File: src/rtl/fau_pkg.sv
// fau_pkg: shared types and codes for the fraction arithmetic unit
`timescale 1ns / 1ps
`default_nettype none

package fau_pkg;

  // operation codes carried by the command field
  typedef enum logic [1:0] {
    CMD_ADD = 2'd0,
    CMD_SUB = 2'd1,
    CMD_MUL = 2'd2,
    CMD_DIV = 2'd3
  } cmd_e;

  // sequencer states of the top level
  typedef enum logic [2:0] {
    ST_IDLE,
    ST_MUL,
    ST_EVAL,
    ST_CHECK,
    ST_GCD,
    ST_DIVN,
    ST_DIVD
  } state_e;

endpackage

`default_nettype wire

File: src/rtl/fau_divider.sv
// fau_divider: unsigned restoring divider, one quotient bit per cycle
`timescale 1ns / 1ps
`default_nettype none

module fau_divider #(
  parameter int WIDTH = 32
) (
  input  wire logic             clk_i,
  input  wire logic             rst_ni,
  input  wire logic             start_i,
  input  wire logic [WIDTH-1:0] dividend_i,
  input  wire logic [WIDTH-1:0] divisor_i,
  output logic      [WIDTH-1:0] quotient_o,
  output logic                  done_o
);

  localparam int CW = $clog2(WIDTH);

  logic [WIDTH-1:0] rem_q, rem_d;
  logic [WIDTH-1:0] quo_q, quo_d;
  logic [WIDTH-1:0] dvs_q, dvs_d;
  logic [CW-1:0]    cnt_q, cnt_d;
  logic             run_q, run_d;
  logic             done_q, done_d;
  logic [WIDTH:0]   trial;
  logic [WIDTH:0]   diff;
  logic             fits;

  // trial subtraction of the shifted partial remainder
  assign trial = {rem_q, quo_q[WIDTH-1]};
  assign diff  = trial - {1'b0, dvs_q};
  assign fits  = !diff[WIDTH];

  always_comb begin
    rem_d  = rem_q;
    quo_d  = quo_q;
    dvs_d  = dvs_q;
    cnt_d  = cnt_q;
    run_d  = run_q;
    done_d = 1'b0;
    if (start_i) begin
      rem_d = '0;
      quo_d = dividend_i;
      dvs_d = divisor_i;
      cnt_d = '0;
      run_d = 1'b1;
    end else if (run_q) begin
      rem_d = fits ? diff[WIDTH-1:0] : trial[WIDTH-1:0];
      quo_d = {quo_q[WIDTH-2:0], fits};
      cnt_d = cnt_q + 1'b1;
      if (cnt_q == CW'(WIDTH - 1)) begin
        run_d  = 1'b0;
        done_d = 1'b1;
      end
    end
  end

  // control flops
  always_ff @(posedge clk_i or negedge rst_ni) begin
    if (!rst_ni) begin
      run_q  <= 1'b0;
      done_q <= 1'b0;
    end else begin
      run_q  <= run_d;
      done_q <= done_d;
    end
  end

  // datapath flops
  always_ff @(posedge clk_i) begin
    rem_q <= rem_d;
    quo_q <= quo_d;
    dvs_q <= dvs_d;
    cnt_q <= cnt_d;
  end

  assign quotient_o = quo_q;
  assign done_o     = done_q;

endmodule

`default_nettype wire

File: src/rtl/fraction_arithmetic_unit.sv
// fraction_arithmetic_unit: sequenced rational add, subtract, multiply and divide
`timescale 1ns / 1ps
`default_nettype none

// Usage: drive command_i and the four operand ports and raise start while busy
// is low; the beat is taken at that clock edge and busy goes high next cycle.
// The result appears on result_numerator_o, result_denominator_o and
// zero_denominator_o for exactly one cycle, marked by done_o; the receiver
// cannot stall it, so it must take the beat in that cycle. Ports hold the
// last result afterwards. busy drops in the strobe cycle, so a new start may
// be given then.
// Subtract, multiply, divide, an add giving zero numerator, and any zero
// denominator end at the check state. One signed multiplier is used three
// times in turn, then the sum is formed and the checks are made. A reduced
// add then runs a binary GCD loop (one compare and subtract or shift per
// cycle on the two magnitudes, MW = 2*OPERAND_WIDTH bits each) and two
// restoring divisions by the GCD, of the numerator and the denominator.
// One item is in flight at a time. Reset clears the sequencer and the strobe.
module fraction_arithmetic_unit #(
  parameter int OPERAND_WIDTH = 16
) (
  input  wire logic                            clk_i,
  input  wire logic                            rst_ni,
  input  wire logic                            start,
  output logic                                 busy,
  input  wire logic [1:0]                      command_i,
  input  wire logic signed [OPERAND_WIDTH-1:0] a_numerator_i,
  input  wire logic signed [OPERAND_WIDTH-1:0] a_denominator_i,
  input  wire logic signed [OPERAND_WIDTH-1:0] b_numerator_i,
  input  wire logic signed [OPERAND_WIDTH-1:0] b_denominator_i,
  output logic signed [31:0]                   result_numerator_o,
  output logic signed [31:0]                   result_denominator_o,
  output logic                                 zero_denominator_o,
  output logic                                 done_o
);

  import fau_pkg::*;

  localparam int W  = OPERAND_WIDTH;
  localparam int MW = 2 * W;
  localparam int SW = MW + 1;
  localparam int XW = (SW > 32) ? SW : 32;
  localparam int KW = $clog2(MW + 1);

  state_e              state_q, state_d;
  cmd_e                cmd_q, cmd_d;
  logic signed [W-1:0] an_q, an_d, ad_q, ad_d, bn_q, bn_d, bd_q, bd_d;
  logic [1:0]          step_q, step_d;
  logic signed [MW-1:0] p1_q, p1_d, p2_q, p2_d, p3_q, p3_d;
  logic signed [SW-1:0] num_q, num_d, den_q, den_d;
  logic [MW-1:0]       u_q, u_d, v_q, v_d, g_q, g_d, qn_q, qn_d;
  logic [KW-1:0]       k_q, k_d;
  logic signed [31:0]  res_num_q, res_num_d, res_den_q, res_den_d;
  logic                flag_q, flag_d;
  logic                done_q, done_d;

  logic signed [W-1:0]  mul_a, mul_b;
  logic signed [MW-1:0] product;
  logic signed [SW-1:0] neg_num, neg_den, qn_pos, qd_pos;
  logic [MW-1:0]        mag_num, mag_den, gcd_val;
  logic signed [SW-1:0] fin_num, fin_den;
  logic signed [XW-1:0] ext_num, ext_den;
  logic                 fin_flag, finish;
  logic                 div_start, div_done;
  logic [MW-1:0]        div_dividend, div_divisor, div_quo;

  // shared multiplier, operands picked by step
  always_comb begin
    mul_a = ad_q;
    mul_b = bd_q;
    case (step_q)
      2'd0: begin
        mul_a = an_q;
        mul_b = (cmd_q == CMD_MUL) ? bn_q : bd_q;
      end
      2'd1: begin
        mul_b = bn_q;
      end
      default: begin
        mul_b = bd_q;
      end
    endcase
  end
  assign product = MW'(mul_a) * MW'(mul_b);

  // magnitudes and signed reduced values
  assign neg_num = -num_q;
  assign neg_den = -den_q;
  assign mag_num = num_q[SW-1] ? neg_num[MW-1:0] : num_q[MW-1:0];
  assign mag_den = den_q[SW-1] ? neg_den[MW-1:0] : den_q[MW-1:0];
  assign gcd_val = u_q << k_q;
  assign qn_pos  = $signed({1'b0, qn_q});
  assign qd_pos  = $signed({1'b0, div_quo});

  // divider operand selection
  assign div_dividend = (state_q == ST_DIVN) ? mag_den : mag_num;
  assign div_divisor  = (state_q == ST_GCD) ? gcd_val : g_q;

  fau_divider #(
    .WIDTH (MW)
  ) u_div (
    .clk_i      (clk_i),
    .rst_ni     (rst_ni),
    .start_i    (div_start),
    .dividend_i (div_dividend),
    .divisor_i  (div_divisor),
    .quotient_o (div_quo),
    .done_o     (div_done)
  );

  // sequencer: next state and datapath updates
  always_comb begin
    state_d   = state_q;
    cmd_d     = cmd_q;
    an_d      = an_q;
    ad_d      = ad_q;
    bn_d      = bn_q;
    bd_d      = bd_q;
    step_d    = step_q;
    p1_d      = p1_q;
    p2_d      = p2_q;
    p3_d      = p3_q;
    num_d     = num_q;
    den_d     = den_q;
    u_d       = u_q;
    v_d       = v_q;
    k_d       = k_q;
    g_d       = g_q;
    qn_d      = qn_q;
    div_start = 1'b0;
    finish    = 1'b0;
    fin_num   = num_q;
    fin_den   = den_q;
    fin_flag  = 1'b0;
    case (state_q)
      ST_IDLE: begin
        if (start) begin
          cmd_d   = cmd_e'(command_i);
          an_d    = a_numerator_i;
          ad_d    = a_denominator_i;
          bn_d    = b_numerator_i;
          bd_d    = b_denominator_i;
          step_d  = 2'd0;
          state_d = ST_MUL;
        end
      end
      ST_MUL: begin
        case (step_q)
          2'd0:    p1_d = product;
          2'd1:    p2_d = product;
          default: p3_d = product;
        endcase
        if (step_q == 2'd2) begin
          state_d = ST_EVAL;
        end else begin
          step_d = step_q + 2'd1;
        end
      end
      ST_EVAL: begin
        case (cmd_q)
          CMD_ADD: num_d = SW'(p1_q) + SW'(p2_q);
          CMD_SUB: num_d = SW'(p1_q) - SW'(p2_q);
          default: num_d = SW'(p1_q);
        endcase
        den_d   = (cmd_q == CMD_DIV) ? SW'(p2_q) : SW'(p3_q);
        state_d = ST_CHECK;
      end
      ST_CHECK: begin
        if (den_q == '0) begin
          finish   = 1'b1;
          fin_flag = 1'b1;
        end else if (cmd_q != CMD_ADD) begin
          finish = 1'b1;
        end else if (num_q == '0) begin
          finish  = 1'b1;
          fin_den = SW'(1);
        end else begin
          u_d     = mag_num;
          v_d     = mag_den;
          k_d     = '0;
          state_d = ST_GCD;
        end
      end
      ST_GCD: begin
        // binary gcd: one shift or subtract per cycle
        if (u_q == v_q) begin
          g_d       = gcd_val;
          div_start = 1'b1;
          state_d   = ST_DIVN;
        end else if (!u_q[0] && !v_q[0]) begin
          u_d = u_q >> 1;
          v_d = v_q >> 1;
          k_d = k_q + 1'b1;
        end else if (!u_q[0]) begin
          u_d = u_q >> 1;
        end else if (!v_q[0]) begin
          v_d = v_q >> 1;
        end else if (u_q > v_q) begin
          u_d = u_q - v_q;
        end else begin
          v_d = v_q - u_q;
        end
      end
      ST_DIVN: begin
        if (div_done) begin
          qn_d      = div_quo;
          div_start = 1'b1;
          state_d   = ST_DIVD;
        end
      end
      ST_DIVD: begin
        if (div_done) begin
          finish  = 1'b1;
          fin_num = num_q[SW-1] ? -qn_pos : qn_pos;
          fin_den = den_q[SW-1] ? -qd_pos : qd_pos;
        end
      end
      default: begin
        state_d = ST_IDLE;
      end
    endcase
    if (finish) begin
      state_d = ST_IDLE;
    end
  end

  // result register load
  assign ext_num = XW'(fin_num);
  assign ext_den = XW'(fin_den);

  always_comb begin
    res_num_d = res_num_q;
    res_den_d = res_den_q;
    flag_d    = flag_q;
    done_d    = finish;
    if (finish) begin
      res_num_d = ext_num[31:0];
      res_den_d = ext_den[31:0];
      flag_d    = fin_flag;
    end
  end

  // state register
  always_ff @(posedge clk_i or negedge rst_ni) begin
    if (!rst_ni) begin
      state_q <= ST_IDLE;
      done_q  <= 1'b0;
    end else begin
      state_q <= state_d;
      done_q  <= done_d;
    end
  end

  // datapath registers
  always_ff @(posedge clk_i) begin
    cmd_q     <= cmd_d;
    an_q      <= an_d;
    ad_q      <= ad_d;
    bn_q      <= bn_d;
    bd_q      <= bd_d;
    step_q    <= step_d;
    p1_q      <= p1_d;
    p2_q      <= p2_d;
    p3_q      <= p3_d;
    num_q     <= num_d;
    den_q     <= den_d;
    u_q       <= u_d;
    v_q       <= v_d;
    k_q       <= k_d;
    g_q       <= g_d;
    qn_q      <= qn_d;
    res_num_q <= res_num_d;
    res_den_q <= res_den_d;
    flag_q    <= flag_d;
  end

  assign busy                 = (state_q != ST_IDLE);
  assign result_numerator_o   = res_num_q;
  assign result_denominator_o = res_den_q;
  assign zero_denominator_o   = flag_q;
  assign done_o               = done_q;

`ifndef SYNTH
  // an accepted beat always makes the unit busy
  a_start_busy: assert property (@(posedge clk_i) disable iff (!rst_ni)
    start && !busy |=> busy)
    else $error("accepted beat did not raise busy");

  // the strobe only comes once the sequencer is back to idle
  a_done_idle: assert property (@(posedge clk_i) disable iff (!rst_ni)
    done_o |-> !busy)
    else $error("result strobe while busy");

  // a flagged result always carries a zero denominator
  a_flag_den: assert property (@(posedge clk_i) disable iff (!rst_ni)
    done_o && zero_denominator_o |-> result_denominator_o == 32'sd0)
    else $error("zero denominator flag with nonzero denominator");

  // the divider only finishes while the sequencer waits for it
  a_div_state: assert property (@(posedge clk_i) disable iff (!rst_ni)
    div_done |-> (state_q == ST_DIVN || state_q == ST_DIVD))
    else $error("divider finished outside a divide state");
`endif

endmodule

`default_nettype wire
File: config.mk
export PLATFORM = sky130hd
export DESIGN_NAME = fraction_arithmetic_unit
export DESIGN_NICKNAME = d
export VERILOG_FILES = /design/src/rtl/fau_pkg.sv /design/src/rtl/fau_divider.sv /design/src/rtl/fraction_arithmetic_unit.sv
export SDC_FILE = /design/constraint.sdc
export NUM_CORES = 2
export LEC_CHECK = 0
export ABC_AREA = 1
export ABC_CLOCK_PERIOD_IN_PS = 8300
export BUFFER_PORTS_ARGS = -buffer_cell sky130_fd_sc_hd__buf_2
export CAP_MARGIN = 15
export CORE_MARGIN = 2
export CORE_UTILIZATION = 50
export CTS_BUF_LIST = sky130_fd_sc_hd__clkbuf_8 sky130_fd_sc_hd__clkbuf_16
export DETAILED_ROUTE_END_ITERATION = 16
export PLACE_DENSITY = 0.73
export SYNTH_ARGS = -nofsm -noshare
export SYNTH_HDL_FRONTEND = slang
export SYNTH_SLANG_ARGS = --single-unit
File: constraint.sdc
create_clock -name clk_i -period 8.3 [get_ports clk_i]
set_input_delay 0.415 -clock clk_i [delete_from_list [all_inputs] [get_ports clk_i]]
set_output_delay 0.415 -clock clk_i [all_outputs]
set_load 0.01 [all_outputs]
======== Word level (Yosys, flattened, before mapping) ========
Cells that the tools add are included.
word-level totals
  bits in read-only memories .............. 0
  memories kept ........................... 0
  register bits after elaboration ......... 536
  bits in latches ......................... 0
  bits in writable memories ............... 0
  bits of input ports ..................... 69
cells by class
  divide/modulo/power cells ............... 0
  equality and inequality tests ........... 32
  $mul .................................... 1
  order comparisons ....................... 1
  $add $sub $neg .......................... 12
  muxes and demuxes ....................... 71
  bitwise operators ....................... 1
  shifts and indexed selects .............. 1
  reductions and logical operators ........ 28
operator list
  operator                                        count
  32-bit 2-to-1 mux                               31
  32-bit one-hot mux with 2 select lines          3
  32-bit negation                                 4
  33-bit zero test                                2
  33-bit one-hot mux with 2 select lines          1
  32-bit subtractor                               2
  32-bit by 32-bit adder with 33-bit output       1
  33-bit 2-to-1 mux                               1
  32-bit by 32-bit subtractor with 33-bit output  1
  33-bit by 32-bit subtractor with 33-bit output  1
  32-bit equality test                            1
  32-bit greater-than comparator                  1
  16-bit by 16-bit multiplier with 32-bit output  1
  16-bit 2-to-1 mux                               2
  16-bit one-hot mux with 2 select lines          1
  32-bit by 6-bit << shifter with 32-bit output   1
  6-bit 2-to-1 mux                                5
  3-bit 2-to-1 mux                                8
  3-bit one-hot mux with 7 select lines           1
  3-bit != test, second input constant            5
  2-bit != test, second input constant            7
  7-bit AND reduction                             2
  1-bit 2-to-1 mux                                12
  6-bit one-hot mux with 2 select lines           1
  30 further kinds                                52

======== Logic depth before layout (Yosys ltp) ========
  depth after elaboration ................. 7
  gate-level depth with buffers ........... 36
  mapped depth without buffers ............ 35

======== By module ========
A second synthesis with hierarchy kept.
second synthesis, totals
  cell total of the unflattened synthesis .. 6426
  area total of the unflattened synthesis .. 47495.6 um^2
modules (own cells, without submodules)
  module                    cells each  times used  area each (um^2)  seq. area each (um^2)
  fraction_arithmetic_unit  5396        1           40661.5           12952.4
  fau_divider               1030        1           6834.1            2712.6

======== Least setup slack after synthesis ========
No wires, ideal clock.
  path type ............................... reg-to-reg
  from .................................... reg step_q[0]
  to ...................................... reg p1_q[28] (data pin)
  path buffers ............................ 1
  stages on the path, launching flop included .. 26
  slack ................................... 1876 ps
  setup time .............................. 273 ps
  data arrival time ....................... 6151 ps
  required time ........................... 8027 ps
  cells stage by stage .................... edfxtp_1 inv_1 ha_1 inv_1 o21ai_1 buf_2 nand2_1 nand2_1 inv_1 nor2_1 fa_1 fa_1 fa_1 fa_1 fa_1 inv_1 fa_1 inv_1 ha_1 a21oi_1 o21ai_0 a21oi_1 o21ai_0 a21oi_1 o21ai_0 xor2_1
between the ends
  cells in the longest elaborated chain, start to end .. 3
  elaborated cells between the ends (all ways) .. 5
  classes of those cells .................. mul (1); eq/ne (1); mux (2); reduce/logical (1)
RTL lines
  item                                                                               RTL line                         source
  start, declared                                                                    fraction_arithmetic_unit.sv:48   logic [1:0] step_q, step_d;
  start signal, assigned                                                             fraction_arithmetic_unit.sv:261  step_q <= step_d;
  2-bit by 1-bit equality test with 1-bit output or 2-bit zero test (tied branches)  fraction_arithmetic_unit.sv:71   case (step_q)
  16-bit one-hot mux with 2 select lines or 16-bit 2-to-1 mux (tied branches)        fraction_arithmetic_unit.sv:71
  16-bit by 16-bit multiplier with 32-bit output (*)                                 fraction_arithmetic_unit.sv:84   assign product = MW'(mul_a) * MW'(mul_b);
  named net product[28]                                                              fraction_arithmetic_unit.sv:58   logic signed [MW-1:0] product;
  end signal, assigned                                                               fraction_arithmetic_unit.sv:262  p1_q <= p1_d;
  end, declared                                                                      fraction_arithmetic_unit.sv:49   logic signed [MW-1:0] p1_q, p1_d, p2_q, p2_d, p3_q, p3_d;
The timed path passes the listed nets; every way through them passes the cells marked *.
A chain may end at the register's enable or synchronous reset.

======== Worst setup path after layout ========
  from .................................... reg step_q[0]
  to ...................................... reg p1_q[22] (data pin)
Same word-level chain as after synthesis.

==> results.json <==
{
  "synth_top_family_by_area": "simple AND/OR/NAND/NOR gates",
  "wl_per_cell_um": 21.1,
  "clk_path_buf_depth": 3,
  "r2r-start": "step_q[0]",
  "antenna_found_initial": 3,
  "r2r_cells": 24,
  "place_congestion": 1.03,
  "finalHoldViolations": 0,
  "cts_setup_buffers": 0,
  "ant_nets": 0,
  "fp.dieW_um": 312,
  "cts_tree": "done",
  "syn_area_um2": 47300,
  "outcome": "complete, no violations",
  "start_util_pct": 50.5,
  "ys_ff_latch": 535,
  "areaGrowthSynthToFinish_pct": 9.69,
  "yosysUniqueCellTypes": 63,
  "clk_pin_slew_ns": 0.07,
  "cts_root_buffer": "clkbuf_16",
  "grt_max_degree": 71,
  "overflow": 0,
  "row_count": 112,
  "maxSlewHeadroom_pct": 18.1,
  "synthMuxAreaShare_pct": 0.249,
  "path_cells": "inv_1 > ha_1 > inv_1 > or2_2 > o21ai_1 > clkinv_1 > nand2_1 > fa_1 > inv_1 > fa_1 > fa_1 > fa_1 > fa_1 > inv_1 > fa_1 > inv_1 > ha_1 > inv_1 > o21ai_0 > a31oi_1 > o21ai_0 > a21oi_1 > o21ai_0 > xor2_1",
  "cp.arrival_ns": 8.37,
  "timing.final.crit_share_pct": 95.2,
  "cts_num_sinks": 535,
  "max_freq_mhz": 126,
  "setup_ws_ns": 0.394,
  "worst_path_max_delay_cell": "clkinv_1",
  "cp-end-kind": "flip-flop",
  "gr-usage-all-layers_pct": 33.0,
  "dpl_worst_slack_ns": 0.361,
  "postSynthCellCount": 6233,
  "maxCapViolCount": 0,
  "drtPass1Iterations": 6,
  "cts_made_buffers": 59,
  "start_kind": "flip-flop",
  "vias": 43300,
  "max_stage_delay_ns": 0.67,
  "slew_viol_final": 0,
  "worst-slew-pin-transition_ns": 1.22,
  "drive_gt1_share_pct": 6.93,
  "insertion_delay_ns": 0.67,
  "hold_class": "in -> async",
  "dp_hpwl_mm": 128,
  "routed_via_density": 5.64,
  "ys_seq_area_share_pct": 33.1,
  "synth_fa_ha_area_share_pct": 17.1,
  "reg2reg_slack_ns": 0.39,
  "die_y_um": 312,
  "crit_type": "reg -> reg",
  "synth-simple-area-share_pct": 25.7,
  "critPathRequiredTime_ns": 8.76,
  "num_io_pins": 136,
  "antenna_cells": 0,
  "timing.setup.tns_ns": 0,
  "worstPathMaxFanout": 9,
  "rsz0062_at_grt": "no",
  "clock_skew_ns": 0.0239,
  "drt-total-wl_mm": 162,
  "fin_nets": 6917,
  "drc": 0,
  "synth_compound_area_share_pct": 10.5,
  "core_area_um2": 93600,
  "htreeDepth": 2,
  "portBuffers": 135,
  "die-area_um2": 97100,
  "grt_pass1_vias": 41900,
  "fill_cells": 9047,
  "grt_pass1_wl_mm": 246,
  "worst_r2r_endpoint": "p1_q[22]",
  "ys_warn_count": 0,
  "period_needed_ns": 7.91,
  "drt_iter0_markers": 4635,
  "setup_viol": 0,
  "synthXorXnorAreaFrac_pct": 3.11,
  "syn_area_per_cell_um2": 7.59,
  "syn_nets": 6790,
  "hold-worst-slack_ns": 0.219
}
[kinds of logic after synthesis]
| kind of cell | count (synthesis) |
|---|---|
| and+or+nand+nor | 2909 |
| xor gates and xnor gates | 168 |
| AOI/OAI and AO/OA | 888 |
| DFF | 535 |
| muxes | 11 |
| buffers and inverters | 1234 |
| adders and majority gates | 488 |
[routing by layer]
metal  vias up  share of wire [%]  track usage (%)
li1      20300                  -                -
met1     20600                 41             43.9
met2      1981                 46             53.4
met3       379                8.1             4.59
met4         2                5.2             15.4
met5         -             0.0056                0
[registers in the layout, summed over array words and instances, names as in the netlist, 32 cells and up]
| signal | count |
|---|---|
| num_q | 33 |
| den_q | 32 |
| g_q | 32 |
| p1_q | 32 |
| p2_q | 32 |
| p3_q | 32 |
| qn_q | 32 |
| result_denominator_o | 32 |
| result_numerator_o | 32 |
| u_div.dvs_q | 32 |
| u_div.quotient_o | 32 |
| u_div.rem_q | 32 |
| u_q | 32 |
| v_q | 32 |
[timing repair]
action / 4_1_cts / 5_1_grt
endpoints found under the setup margin: 0 / 42
endpoints found under the hold margin: 72 / 0
hold buffers: 67 / 0
resized for setup: 0 / 2
[final cells by class]
type                       instances  area (um2)  share of cell area, %
inverter                        1042        3920                   7.55
sequential                       535       15700                   30.2
tap                             1254        1570                   3.02
clock buffer                      59        1480                   2.84
clock inverter                    53         614                   1.18
timing repair buffer             258        1770                   3.40
multi-input combinational       4464       26900                   51.8
[worst max-delay path, delay by kind of cell (launching register included)]
kind                     cells  cell delay (ns)
AO/OA/AOI/OAI                6             1.61
XOR/XNOR                     1             0.30
adder cells (fa/ha/maj)      8             3.64
buffers and inverters        7             1.18
flip-flops                   1             0.42
AND/OR/NAND/NOR              2             0.53
[how the worst max path moves through the flow]
stage	slack (ns)	depth (start not counted)	from	endpoint
2_1_floorplan	1.88	25	step_q[0]	p1_q[28]
3_3_place_gp	0.55	25	step_q[0]	p2_q[20]
3_5_place_dp	0.36	25	step_q[0]	p2_q[30]
4_1_cts	0.34	25	step_q[0]	p2_q[30]
5_1_grt	0.006	26	step_q[0]	p2_q[20]
6_report	0.39	24	step_q[0]	p1_q[22]
[cell usage after synthesis (all sizes together)]
| cell type | count | area [um2] |
|---|---|---|
| a211oi | 1 | 7.51 |
| a21boi | 8 | 60.1 |
| a21o | 9 | 67.6 |
| a21oi | 332 | 1740 |
| a22o | 3 | 26.3 |
| a31o | 1 | 8.76 |
| a31oi | 19 | 119 |
| and2 | 5 | 31.3 |
| and3 | 2 | 12.5 |
| buf | 88 | 516 |
| clkbuf | 104 | 402 |
| clkinv | 9 | 33.8 |
| dfrtp | 6 | 150 |
| dfxtp | 37 | 741 |
| edfxtp | 492 | 14800 |
| fa | 266 | 5330 |
| ha | 222 | 2780 |
| inv | 1033 | 3880 |
| mux2 | 6 | 67.6 |
| mux2i | 5 | 50.1 |
| nand2 | 1645 | 6320 |
| nand2b | 1 | 6.26 |
| nand3 | 392 | 2020 |
| nand3b | 16 | 120 |
| nand4 | 74 | 463 |
| nor2 | 673 | 2600 |
| nor3 | 54 | 280 |
| nor3b | 1 | 7.51 |
| nor4 | 11 | 75.1 |
| nor4b | 1 | 8.76 |
| o2111ai | 1 | 8.76 |
| o211ai | 73 | 548 |
| o21a | 7 | 52.6 |
| o21ai | 366 | 1840 |
| o21bai | 21 | 158 |
| o221ai | 11 | 96.3 |
| o22ai | 26 | 163 |
| o31ai | 10 | 75.1 |
| or2 | 34 | 213 |
| xnor2 | 30 | 263 |
| xor2 | 138 | 1210 |
[per-stage QoR]
stage | utilization (%) | area, um2 | cells
after CTS | 55.4 | 51900 | 7665
after detailed placement | 52.5 | 49100 | 7486
after global placement | 52.5 | 49100 | 7486
after global routing | 55.4 | 51900 | 7665
final | 55.4 | 51900 | 7665
after floorplan | - | 47300 | 6233
[cells in the final DEF, fill, tap and decap left out, types with 8 or more instances in the layout]
cell and n:
o211ai_1 73, o21ai_1 36, inv_1 1019, a21oi_1 312
nor2_2 12, a21boi_0 8, or2_2 31, clkbuf_16 59
nand3_1 385, nor3_1 51, nand2_2 27, o22ai_1 26
nand2_4 12, fa_1 266, clkinv_2 12, o21bai_1 21
xor2_1 138, o21ai_0 327, dlygate4sd3_1 67, a21o_1 9
xnor2_1 30, a21oi_2 19, nor4_1 10, o31ai_1 10
clkinv_1 16, inv_2 17, o221ai_1 11, a31oi_1 19
dfxtp_1 37, bufinv_16 11, buf_4 56, nand4_1 74
buf_2 135, nand3b_1 16, nor2_4 9, nor2_1 651
nand2_1 1606, ha_1 222, edfxtp_1 492
Power is not shown: default switching activity piles up to over one toggle a cycle in this logic, so the estimate is an artifact.
